<file path="src/sha1sh_pkg.sv">
// shared types and constants of the sha-1 stream hasher
`default_nettype none
package sha1sh_pkg;

	typedef struct packed {
		logic       command;
		logic [7:0] data_byte;
	} cmd_t;

	typedef struct packed {
		logic [31:0] digest_word;
		logic        last_word;
	} digest_t;

	typedef enum logic {
		OP_ABSORB = 1'b0,
		OP_FINISH = 1'b1
	} op_t;

	typedef struct packed {
		op_t        op;
		logic [7:0] data;
	} qent_t;

	localparam int QUEUE_DEPTH = 4;

	localparam logic [4:0][31:0] H_INIT = {
		32'hC3D2E1F0, 32'h10325476, 32'h98BADCFE, 32'hEFCDAB89, 32'h67452301
	};

	localparam logic [31:0] K_0 = 32'h5A827999;
	localparam logic [31:0] K_1 = 32'h6ED9EBA1;
	localparam logic [31:0] K_2 = 32'h8F1BBCDC;
	localparam logic [31:0] K_3 = 32'hCA62C1D6;

	localparam logic [7:0] PAD_BYTE = 8'h80;

endpackage
`default_nettype wire

</file>
<file path="src/sha1sh_front.sv">
// front stage: registers incoming transactions and classifies them into queue entries
`default_nettype none
module sha1sh_front (
	input  wire              clk,
	input  wire              arst_n,
	input  wire              cmd_valid,
	output logic             cmd_stall,
	input  sha1sh_pkg::cmd_t cmd,
	output logic             push_valid,
	input  wire              push_ready,
	output sha1sh_pkg::qent_t push_data
);
	import sha1sh_pkg::*;

	logic  vld_s1;
	qent_t ent_s1;

	assign cmd_stall  = vld_s1 && !push_ready;
	assign push_valid = vld_s1;
	assign push_data  = ent_s1;

	always_ff @(posedge clk or negedge arst_n) begin
		if (!arst_n) begin
			vld_s1 <= 1'b0;
		end else if (!cmd_stall) begin
			vld_s1 <= cmd_valid;
		end
	end

	always_ff @(posedge clk) begin
		if (cmd_valid && !cmd_stall) begin
			ent_s1.op   <= cmd.command ? OP_FINISH : OP_ABSORB;
			ent_s1.data <= cmd.data_byte;
		end
	end

endmodule
`default_nettype wire

</file>
<file path="src/sha1sh_queue.sv">
// small fifo between the front stage and the hash core
`default_nettype none
module sha1sh_queue #(
	parameter int DEPTH = sha1sh_pkg::QUEUE_DEPTH
) (
	input  wire               clk,
	input  wire               arst_n,
	input  wire               push_valid,
	output logic              push_ready,
	input  sha1sh_pkg::qent_t push_data,
	output logic              pop_valid,
	input  wire               pop_ready,
	output sha1sh_pkg::qent_t pop_data
);
	import sha1sh_pkg::*;

	localparam int PW = (DEPTH > 1) ? $clog2(DEPTH) : 1;
	localparam int CW = $clog2(DEPTH + 1);

	qent_t          mem_q [DEPTH];
	logic [PW-1:0]  wr_ptr_q;
	logic [PW-1:0]  rd_ptr_q;
	logic [CW-1:0]  cnt_q;
	logic           do_push;
	logic           do_pop;

	assign push_ready = (cnt_q != CW'(DEPTH));
	assign pop_valid  = (cnt_q != '0);
	assign pop_data   = mem_q[rd_ptr_q];
	assign do_push    = push_valid && push_ready;
	assign do_pop     = pop_valid && pop_ready;

	function automatic logic [PW-1:0] wrap_inc(input logic [PW-1:0] p);
		return (p == PW'(DEPTH - 1)) ? '0 : p + PW'(1);
	endfunction

	always_ff @(posedge clk or negedge arst_n) begin
		if (!arst_n) begin
			wr_ptr_q <= '0;
			rd_ptr_q <= '0;
			cnt_q    <= '0;
		end else begin
			if (do_push) begin
				wr_ptr_q <= wrap_inc(wr_ptr_q);
			end
			if (do_pop) begin
				rd_ptr_q <= wrap_inc(rd_ptr_q);
			end
			if (do_push && !do_pop) begin
				cnt_q <= cnt_q + CW'(1);
			end else if (do_pop && !do_push) begin
				cnt_q <= cnt_q - CW'(1);
			end
		end
	end

	always_ff @(posedge clk) begin
		if (do_push) begin
			mem_q[wr_ptr_q] <= push_data;
		end
	end

endmodule
`default_nettype wire

</file>
<file path="src/sha1sh_core.sv">
// hash core: block buffer, padding sequencer, round unit and digest output register
`default_nettype none
module sha1sh_core (
	input  wire                 clk,
	input  wire                 arst_n,
	input  wire                 pop_valid,
	output logic                pop_ready,
	input  sha1sh_pkg::qent_t   pop_data,
	output logic                digest_valid,
	input  wire                 digest_stall,
	output sha1sh_pkg::digest_t digest
);
	import sha1sh_pkg::*;

	typedef enum logic [2:0] {
		ST_IDLE,
		ST_PAD,
		ST_LEN,
		ST_ROUND,
		ST_ADD,
		ST_OUT
	} state_t;

	state_t           state_q;
	state_t           ret_q;
	logic [5:0]       pos_q;
	logic [60:0]      nbytes_q;
	logic [2:0]       len_idx_q;
	logic [6:0]       rnd_q;
	logic [2:0]       word_q;
	logic [4:0][31:0] h_q;
	logic             dv_q;
	digest_t          dout_q;

	logic [511:0]     blk_q;
	logic [31:0]      a_q, b_q, c_q, d_q, e_q;

	logic             sh_en;
	logic [7:0]       sh_byte;
	state_t           sh_next;
	logic             blk_full;
	logic [63:0]      len_w;
	logic [31:0]      w0, w2, w8, w13, w_new;
	logic [31:0]      f_w, k_w, tmp_w;
	logic             out_load;

	function automatic logic [31:0] rotl(input logic [31:0] x, input int unsigned n);
		return (x << n) | (x >> (32 - n));
	endfunction

	assign pop_ready = (state_q == ST_IDLE);
	assign blk_full  = sh_en && (pos_q == 6'd63);
	assign len_w     = {nbytes_q, 3'b000} << {len_idx_q, 3'b000};
	assign out_load  = (state_q == ST_OUT) && (!dv_q || !digest_stall);

	always_comb begin
		sh_en   = 1'b0;
		sh_byte = 8'h00;
		sh_next = state_q;
		unique case (state_q)
			ST_IDLE: begin
				if (pop_valid) begin
					sh_en = 1'b1;
					if (pop_data.op == OP_FINISH) begin
						sh_byte = PAD_BYTE;
						sh_next = ST_PAD;
					end else begin
						sh_byte = pop_data.data;
						sh_next = ST_IDLE;
					end
				end
			end
			ST_PAD: begin
				if (pos_q != 6'd56) begin
					sh_en   = 1'b1;
					sh_byte = 8'h00;
					sh_next = ST_PAD;
				end
			end
			ST_LEN: begin
				sh_en   = 1'b1;
				sh_byte = len_w[63:56];
				sh_next = (len_idx_q == 3'd7) ? ST_OUT : ST_LEN;
			end
			ST_ROUND, ST_ADD, ST_OUT: begin
			end
			default: begin
			end
		endcase
	end

	// message schedule window and round function
	assign w0    = blk_q[511:480];
	assign w2    = blk_q[447:416];
	assign w8    = blk_q[255:224];
	assign w13   = blk_q[95:64];
	assign w_new = rotl(w13 ^ w8 ^ w2 ^ w0, 1);

	always_comb begin
		if (rnd_q < 7'd20) begin
			f_w = (b_q & c_q) | (~b_q & d_q);
			k_w = K_0;
		end else if (rnd_q < 7'd40) begin
			f_w = b_q ^ c_q ^ d_q;
			k_w = K_1;
		end else if (rnd_q < 7'd60) begin
			f_w = (b_q & c_q) | (b_q & d_q) | (c_q & d_q);
			k_w = K_2;
		end else begin
			f_w = b_q ^ c_q ^ d_q;
			k_w = K_3;
		end
	end

	assign tmp_w = rotl(a_q, 5) + f_w + e_q + w0 + k_w;

	always_ff @(posedge clk or negedge arst_n) begin
		if (!arst_n) begin
			state_q   <= ST_IDLE;
			ret_q     <= ST_IDLE;
			pos_q     <= '0;
			nbytes_q  <= '0;
			len_idx_q <= '0;
			rnd_q     <= '0;
			word_q    <= '0;
			h_q       <= H_INIT;
			dv_q      <= 1'b0;
			dout_q    <= '0;
		end else begin
			if (dv_q && !digest_stall) begin
				dv_q <= 1'b0;
			end
			unique case (state_q)
				ST_IDLE: begin
					if (pop_valid && pop_data.op == OP_ABSORB) begin
						nbytes_q <= nbytes_q + 61'd1;
					end
				end
				ST_PAD: begin
					if (pos_q == 6'd56) begin
						len_idx_q <= '0;
						state_q   <= ST_LEN;
					end
				end
				ST_LEN: begin
					len_idx_q <= len_idx_q + 3'd1;
				end
				ST_ROUND: begin
					rnd_q <= rnd_q + 7'd1;
					if (rnd_q == 7'd79) begin
						state_q <= ST_ADD;
					end
				end
				ST_ADD: begin
					h_q[0]  <= h_q[0] + a_q;
					h_q[1]  <= h_q[1] + b_q;
					h_q[2]  <= h_q[2] + c_q;
					h_q[3]  <= h_q[3] + d_q;
					h_q[4]  <= h_q[4] + e_q;
					state_q <= ret_q;
				end
				ST_OUT: begin
					if (out_load) begin
						dv_q               <= 1'b1;
						dout_q.digest_word <= h_q[word_q];
						dout_q.last_word   <= (word_q == 3'd4);
						if (word_q == 3'd4) begin
							word_q   <= '0;
							h_q      <= H_INIT;
							nbytes_q <= '0;
							state_q  <= ST_IDLE;
						end else begin
							word_q <= word_q + 3'd1;
						end
					end
				end
				default: begin
					state_q <= ST_IDLE;
				end
			endcase
			if (sh_en) begin
				pos_q <= pos_q + 6'd1;
				if (blk_full) begin
					rnd_q   <= '0;
					ret_q   <= sh_next;
					state_q <= ST_ROUND;
				end else begin
					state_q <= sh_next;
				end
			end
		end
	end

	always_ff @(posedge clk) begin
		if (sh_en) begin
			blk_q <= {blk_q[503:0], sh_byte};
		end else if (state_q == ST_ROUND) begin
			blk_q <= {blk_q[479:0], w_new};
		end
		if (blk_full) begin
			a_q <= h_q[0];
			b_q <= h_q[1];
			c_q <= h_q[2];
			d_q <= h_q[3];
			e_q <= h_q[4];
		end else if (state_q == ST_ROUND) begin
			a_q <= tmp_w;
			b_q <= a_q;
			c_q <= rotl(b_q, 30);
			d_q <= c_q;
			e_q <= d_q;
		end
	end

	assign digest_valid = dv_q;
	assign digest       = dout_q;

endmodule
`default_nettype wire

</file>
<file path="src/sha1_stream_hasher_top.sv">
// top level of the sha-1 stream hasher
// Computes SHA-1 over a byte stream. A transaction with command 0 absorbs data_byte; a
// transaction with command 1 pads the message, appends the 64-bit bit length and then
// returns the digest as five 32-bit words, H0 first, last_word set on H4, after which the
// hasher is back in its initial state. The core takes an absorbed byte while it is idle;
// every 64th byte starts a block compression (80 rounds at one round per cycle in the
// single round unit, then the chaining-word add), during which it takes no transactions.
// A finish shifts in the padding bytes, then, after a turnaround state, the eight length
// bytes, with one or two compressions on the way, then outputs the five digest words,
// holding each while digest_stall is set. The front register and the transaction queue
// let the source keep sending while a block is being compressed, until the queue fills.
`default_nettype none
module sha1_stream_hasher_top #(
	parameter int QUEUE_DEPTH = sha1sh_pkg::QUEUE_DEPTH
) (
	input  wire                 clk,
	input  wire                 arst_n,
	input  wire                 cmd_valid,
	output logic                cmd_stall,
	input  sha1sh_pkg::cmd_t    cmd,
	output logic                digest_valid,
	input  wire                 digest_stall,
	output sha1sh_pkg::digest_t digest
);
	import sha1sh_pkg::*;

	logic  push_valid;
	logic  push_ready;
	qent_t push_data;
	logic  pop_valid;
	logic  pop_ready;
	qent_t pop_data;

	sha1sh_front u_front (
		.clk        (clk),
		.arst_n     (arst_n),
		.cmd_valid  (cmd_valid),
		.cmd_stall  (cmd_stall),
		.cmd        (cmd),
		.push_valid (push_valid),
		.push_ready (push_ready),
		.push_data  (push_data)
	);

	sha1sh_queue #(
		.DEPTH (QUEUE_DEPTH)
	) u_queue (
		.clk        (clk),
		.arst_n     (arst_n),
		.push_valid (push_valid),
		.push_ready (push_ready),
		.push_data  (push_data),
		.pop_valid  (pop_valid),
		.pop_ready  (pop_ready),
		.pop_data   (pop_data)
	);

	sha1sh_core u_core (
		.clk          (clk),
		.arst_n       (arst_n),
		.pop_valid    (pop_valid),
		.pop_ready    (pop_ready),
		.pop_data     (pop_data),
		.digest_valid (digest_valid),
		.digest_stall (digest_stall),
		.digest       (digest)
	);

endmodule
`default_nettype wire

</file>
<file path="config.mk">
export PLATFORM = sky130hd
export DESIGN_NAME = sha1_stream_hasher_top
export DESIGN_NICKNAME = d
export VERILOG_FILES = /design/src/sha1sh_pkg.sv /design/src/sha1sh_front.sv /design/src/sha1sh_queue.sv /design/src/sha1sh_core.sv /design/src/sha1_stream_hasher_top.sv
export SDC_FILE = /design/constraint.sdc
export NUM_CORES = 2
export LEC_CHECK = 0
export BUFFER_PORTS_ARGS = -buffer_cell sky130_fd_sc_hd__clkbuf_2
export CAP_MARGIN = 40
export CORE_UTILIZATION = 38
export DETAILED_ROUTE_END_ITERATION = 7
export PLACE_DENSITY_LB_ADDON = 0.2
export REMOVE_ABC_BUFFERS = 1
export SETUP_SLACK_MARGIN = 0.1
export SYNTH_ARGS = -nofsm -noshare
export SYNTH_HDL_FRONTEND = slang
export SYNTH_SLANG_ARGS = --single-unit
</file>
<file path="constraint.sdc">
create_clock -name clk -period 15.5 [get_ports clk]
set_input_delay 2.325 -clock clk [delete_from_list [all_inputs] [get_ports clk]]
set_output_delay 2.325 -clock clk [all_outputs]
set_load 0.01 [all_outputs]
</file>
* Yosys cells after proc, flatten, opt, wreduce, memory -nomap -nowiden
Memories as Yosys holds them, arrays and structs flattened.
Cells that the tools add are included.
** Storage, ports and cells
- Flip-flop bits (word level) :: 969
- Memory bits (writable) :: 36
- Input bits :: 13
- Word-level logic and storage cells :: 184
- Memories kept :: 1
** Cells by class
- Add/subtract/negate cells :: 18
- Magnitude comparators :: 4
- Equality and inequality tests :: 23
- Shifts and indexed selects :: 1
- Mux-type cells :: 61
- Bitwise operators :: 17
- Reduce and logical (&&, ||, !) cells :: 32
** Memory list
- u_queue.mem_q :: words 4, width 9, read ports 1, clocked after memory_dff 0, write ports 1, line sha1sh_queue.sv:20 : qent_t mem_q [DEPTH];
** Operators with widths (number)
- 512-bit 2-to-1 mux :: 2
- 32-bit 2-to-1 mux :: 16
- 160-bit 2-to-1 mux :: 2
- 160-bit case mux with 2 select lines :: 1
- 32-bit adder :: 9
- 61-bit 2-to-1 mux :: 3
- 32-bit bitwise XOR :: 5
- 32-bit AND :: 4
- 61-bit case mux with 2 select lines :: 1
- 32-bit binary-select mux with 3-bit select :: 1
- 32-bit OR :: 3
- 64-bit by 6-bit << shifter with 64-bit output :: 1
- 61-bit by 1-bit adder with 61-bit output, second input constant :: 1
- 3-bit 2-to-1 mux :: 13
- 32-bit inverter :: 1
- 32-bit by 1-bit OR with 32-bit output :: 1
- 32-bit by 30-bit OR with 32-bit output :: 1
- 32-bit by 5-bit OR with 32-bit output :: 1
- 31-bit 2-to-1 mux :: 1
- 7-bit 2-to-1 mux :: 3
- 8-bit 2-to-1 mux :: 2
- 8-bit case mux with 2 select lines :: 1
- 3-bit case mux with 5 select lines :: 1
- 7-bit by 6-bit < comparator with 1-bit output, second input constant :: 2
- 36 further kinds :: 80

* Logic depth before layout (Yosys ltp)
- Word-level depth :: 12
- Depth in mapped cells :: 27
- Depth with buffers taken out :: 25

* Hierarchy
A second synthesis with hierarchy kept.
** Unflattened totals
- Cells, all modules :: 5864
- Area total of the unflattened synthesis :: 57086.0 um^2
** By module, submodules not included
- sha1sh_core :: times used 1, cells each 5767, area an instance 55021.5 um^2
- sha1sh_queue :: times used 1, cells each 83, area an instance 1736.7 um^2
- sha1sh_front :: times used 1, cells each 14, area an instance 327.8 um^2

* Worst setup path after synthesis
Ideal clock, no wire load.
- Path type :: reg2reg
- Start :: reg u_queue.cnt_q[0]
- End :: reg u_core.blk_q[0], enable pin
- Arrival time :: 10429 ps
- Required time :: 11829 ps
- Setup slack :: 1401 ps
- Stages on the path, launching flop included :: 9
- Buffers on the path :: 3
- Path through :: dfrtp_1 -> nor3_1 -> or4_1 -> clkbuf_1 -> inv_1 -> nor2_1 -> clkbuf_1 -> clkbuf_1 -> nand2_1
** Between the ends
- Cells in the longest elaborated chain, start to end :: 4
** RTL lines
- start: declaration :: line sha1sh_queue.sv:23 : logic [CW-1:0] cnt_q;
- start signal: assignment :: line sha1sh_queue.sv:50 : cnt_q <= cnt_q + CW'(1);
- start signal: assignment :: line sha1sh_queue.sv:52 : cnt_q <= cnt_q - CW'(1);
- 3-bit nonzero test :: line sha1sh_queue.sv:28 : assign pop_valid = (cnt_q != '0);
- 1-bit 2-to-1 mux :: line sha1sh_core.sv:62 : if (pop_valid) begin
- 1-bit case mux with 3 select lines :: line sha1sh_core.sv:60 : unique case (state_q)
- 2-bit nonzero test (no source line)
- end signal: assignment :: line sha1sh_core.sv:196 : blk_q <= {blk_q[503:0], sh_byte};
- end signal: assignment :: line sha1sh_core.sv:198 : blk_q <= {blk_q[479:0], w_new};
- end: declaration :: line sha1sh_core.sv:35 : logic [511:0] blk_q;
No other way between the ends.
A chain may end at the register's enable or synchronous reset.

* Worst setup path in the final report
- Start :: reg u_core.rnd_q[4]
- End :: reg u_core.a_q[30] (data pin)
** Between the ends
- Cells in the longest elaborated chain, start to end :: 10
- Elaborated cells between the ends (all ways) :: 15
- Classes of those cells :: 4 x add/sub; 3 x order compare; 8 x mux
** RTL lines
- start: declaration :: line sha1sh_core.sv:29 : logic [6:0] rnd_q;
- start signal: assignment :: line sha1sh_core.sv:149 : rnd_q <= rnd_q + 7'd1;
- 7-bit by 6-bit < comparator with 1-bit output :: line sha1sh_core.sv:106 : end else if (rnd_q < 7'd60) begin
- 32-bit 2-to-1 mux :: line sha1sh_core.sv:106
- 32-bit 2-to-1 mux :: line sha1sh_core.sv:103 : end else if (rnd_q < 7'd40) begin
- 32-bit 2-to-1 mux :: line sha1sh_core.sv:100 : if (rnd_q < 7'd20) begin
- 32-bit adder (3 in series) :: line sha1sh_core.sv:115 : assign tmp_w = rotl(a_q, 5) + f_w + e_q + w0 + k_w;
- 32-bit adder * :: line sha1sh_core.sv:115
- 32-bit 2-to-1 mux * :: line sha1sh_core.sv:206 : end else if (state_q == ST_ROUND) begin
- 32-bit 2-to-1 mux * :: line sha1sh_core.sv:200 : if (blk_full) begin
- end signal: assignment :: line sha1sh_core.sv:201 : a_q <= h_q[0];
- end signal: assignment :: line sha1sh_core.sv:207 : a_q <= tmp_w;
- end: declaration :: line sha1sh_core.sv:36 : logic [31:0] a_q, b_q, c_q, d_q, e_q;
Every way passes the cells marked *; elsewhere a longest branch is shown, timed or not. The select of a mux whose other input is x is not followed.

==> impl_metrics.toml <==
[logic_synthesis]
synth_cells = 5744
synth_edf_count = 717
ys_types = 80
synth_area_um2 = 56400
ys_async_sr_fraction_pct = 28.7
ys_ff_latch = 1005
yosys_warnings = 0
seq_area_frac_synth_pct = 51.2
synth.avg_cell_area_um2 = 9.81
synthFlopType = "edfxtp_1"

[routing]
drt.antenna.violating_nets = 0
drc_errors = 0
via_count = 40900
wirelength_mm = 153
post_drt_wl_per_cell_um = 19.8
via_per_inst = 5.28
met1_length_mm = 72.9
met3_wirelength_mm = 8.53
wl_met2_mm = 68.6
dr.pass1.iters = 7
routed.top_layer = "met4"
drt_iter0_markers = 3382

[timing]
hold_violations = 0
fin_worst_skew_ns = 0.0549
fin_crit_sh_pct = 49.4
setup_viol = 0
final_max_slew_viol_count = 0
rsz0062_at_grt = "false"
worst_slew_pin_slew_ns = 1.22
tns_ns = 0
min_period_ns = 7.65
clock.fmax_ghz = 0.131
slew_headroom_pct = 18.9

[setup_path]
worstPathCellList = "a41oi_1 > nand2_1 > buf_4 > nand2_1 > clkinv_1 > a221o_1 > fa_1 > fa_1 > inv_1 > fa_1 > inv_1 > ha_1 > a21oi_1 > o21ai_0 > a221o_1 > a21oi_1 > o221ai_1 > o31a_1 > a41o_1 > or4_1 > a31oi_1 > xor2_1 > o21ai_1"
critPathSlowestCell = "a41oi_1"
cp_max_fo = 21
critPathArrivalTime_ns = 8.12
critPathLaunch = "u_core.rnd_q[4]"
cp_num_buf_inv = 4
worstReg2RegEnd = "u_core.a_q[30]"
cp-start-kind = "flip-flop"
rrSetupSlack_ns = 7.85
cpPeakStageDelay_ns = 0.73
end_kind = "flip-flop"
required_ns = 15.96
reg2reg_depth = 23
r2r-start = "u_core.rnd_q[4]"
cp_common_cell = "fa_1"
worst-setup-path-type = "reg -> reg"
crit_family = "compound AO/OA/AOI/OAI gates"

[clocking]
path_clk_slew_ns = 0.06
cts_max_path_buffers = 3
cts.sinks = 1005
ctsResizeCount = 0
post-cts-setup-buffers = 0
cts_buffers = 114
clk-insertion-delay-late_ns = 0.78
cts_tree = "yes"
cts_root_buf = "clkbuf_16"
cts_hold_buf = 0
htreeDepth = 3

[placed_design]
port_buffers = 47
placed_cells = 7518
hpwl_mm = 104
gp_congestion = 0.903

[min_path]
worstHoldStart = "u_core.digest[12]"
hold_depth = 2
min_path_type = "reg -> reg"
hold_end = "u_core.digest[12]"

[global_routing]
gr-total-overflow = 0
antenna_found_initial = 0
grt_pass1_wl_mm = 240
first_global_vias = 40000
grt.total_usage_pct = 20.4
grt_max_degree = 234

[layout]
fill_cells = 14200
diodes = 0
mostFrequentLayoutCells = "nand2_1, edfxtp_1, o21ai_0, a21oi_1, nor2_1"
drive_above_1_share_pct = 7.99
layout_commonest_cell = "nand2_1"
stdcell_count = 7736
area_delta_synth_final_pct = 11.2
nNetsFinal = 6064

[floorplanning]
die_h_um = 387
start_util_pct = 38.5
io_pins = 48
die_w_um = 387
die_area_um2 = 150000
num_rows = 140
core-area_um2 = 146000

[status]
status = "completed"

[run]
drv_cap = 0
## worst max-delay path by stage
stage,cells past startpoint,endpoint
2_1_floorplan,5,u_core.blk_q[0]
3_3_place_gp,23,u_core.a_q[30]
3_5_place_dp,23,u_core.a_q[30]
4_1_cts,23,u_core.a_q[30]
5_1_grt,23,u_core.a_q[30]
6_report,23,u_core.a_q[30]
## worst min-delay path, cell delays in order, from the launching register on
cell	delay (ns)
dfrtp_1	0.34
nand2_1	0.05
o21ai_0	0.06
## per-stage QoR
step           cell area (µm²)  hold slack (ns)  util (%)  setup WS [ns]
5_1_grt                  62700            0.498      42.8           7.40
2_1_floorplan            55400            0.434         -         -39.43
3_5_place_dp             58900            0.464      40.2           7.91
3_3_place_gp             58500            0.450      40.0           8.06
4_1_cts                  62700            0.478      42.8           7.85
6_report                 62700            0.475      42.8           7.85
## area by class of cell
class / instances / area (µm²) / share of cell area (%)
clock buffer: 157 / 3180 / 5.07
clock inverter: 61 / 609 / 0.972
inverter: 241 / 905 / 1.44
multi-input combinational: 4249 / 25800 / 41.1
sequential: 1005 / 28800 / 46.0
tap: 1917 / 2400 / 3.83
timing repair buffer: 106 / 978 / 1.56
## registers in the layout (all words and copies together) (netlist names), 33 cells and up
register,flops
u_core.blk_q,512
u_core.digest,33
u_core.h_q,160
u_core.nbytes_q,61
u_queue.mem_q,36
## cells by family (layout without fill, tap and decap cells)
| logic type | count (synthesis) | after routing | synth area share (%) |
|---|---|---|---|
| AOI/OAI and AO/OA | 928 | 928 | 10.3 |
| adders and majority gates | 334 | 334 | 9.01 |
| and+or+nand+nor | 2565 | 2565 | 18.2 |
| muxes | 98 | 98 | 2.96 |
| buffers and inverters | 490 | 565 | 3.27 |
| xor gates and xnor gates | 324 | 324 | 5.03 |
| DFF | 1005 | 1005 | 51.2 |
## routing by layer
metal  up-vias  GRT usage, %
met3       173          3.10
li1      19600             -
met5         -             0
met1     20200          29.8
met4         0          5.45
met2       891          31.5
## Yosys cell counts (19+ instances only)
| master | count | area share [%] |
|---|---|---|
| xnor2_1 | 198 | 3.1 |
| xor2_1 | 126 | 2.0 |
| clkbuf_1 | 240 | 1.6 |
| dfrtp_1 | 208 | 9.2 |
| a211oi_1 | 24 | 0.32 |
| a21o_1 | 97 | 1.3 |
| o21a_1 | 21 | 0.28 |
| edfxtp_1 | 717 | 38 |
| a31oi_1 | 19 | 0.21 |
| o21ai_0 | 279 | 2.5 |
| fa_1 | 120 | 4.3 |
| mux2i_1 | 36 | 0.64 |
| dfstp_2 | 80 | 3.7 |
| or3_1 | 26 | 0.29 |
| nand2_1 | 2047 | 14 |
| nor3_1 | 35 | 0.31 |
| inv_1 | 238 | 1.6 |
| nor2_1 | 245 | 1.6 |
| nand2b_1 | 23 | 0.26 |
| a22oi_1 | 37 | 0.49 |
| ha_1 | 214 | 4.8 |
| mux4_2 | 54 | 2.2 |
| nand3_1 | 62 | 0.55 |
| o21bai_1 | 25 | 0.33 |
| and3_1 | 38 | 0.42 |
| nor2b_1 | 22 | 0.24 |
| a21oi_1 | 256 | 2.3 |
Power is left out: the tool's default activity adds up to more than one toggle a clock period on the data nets, which glitch-free logic cannot reach.
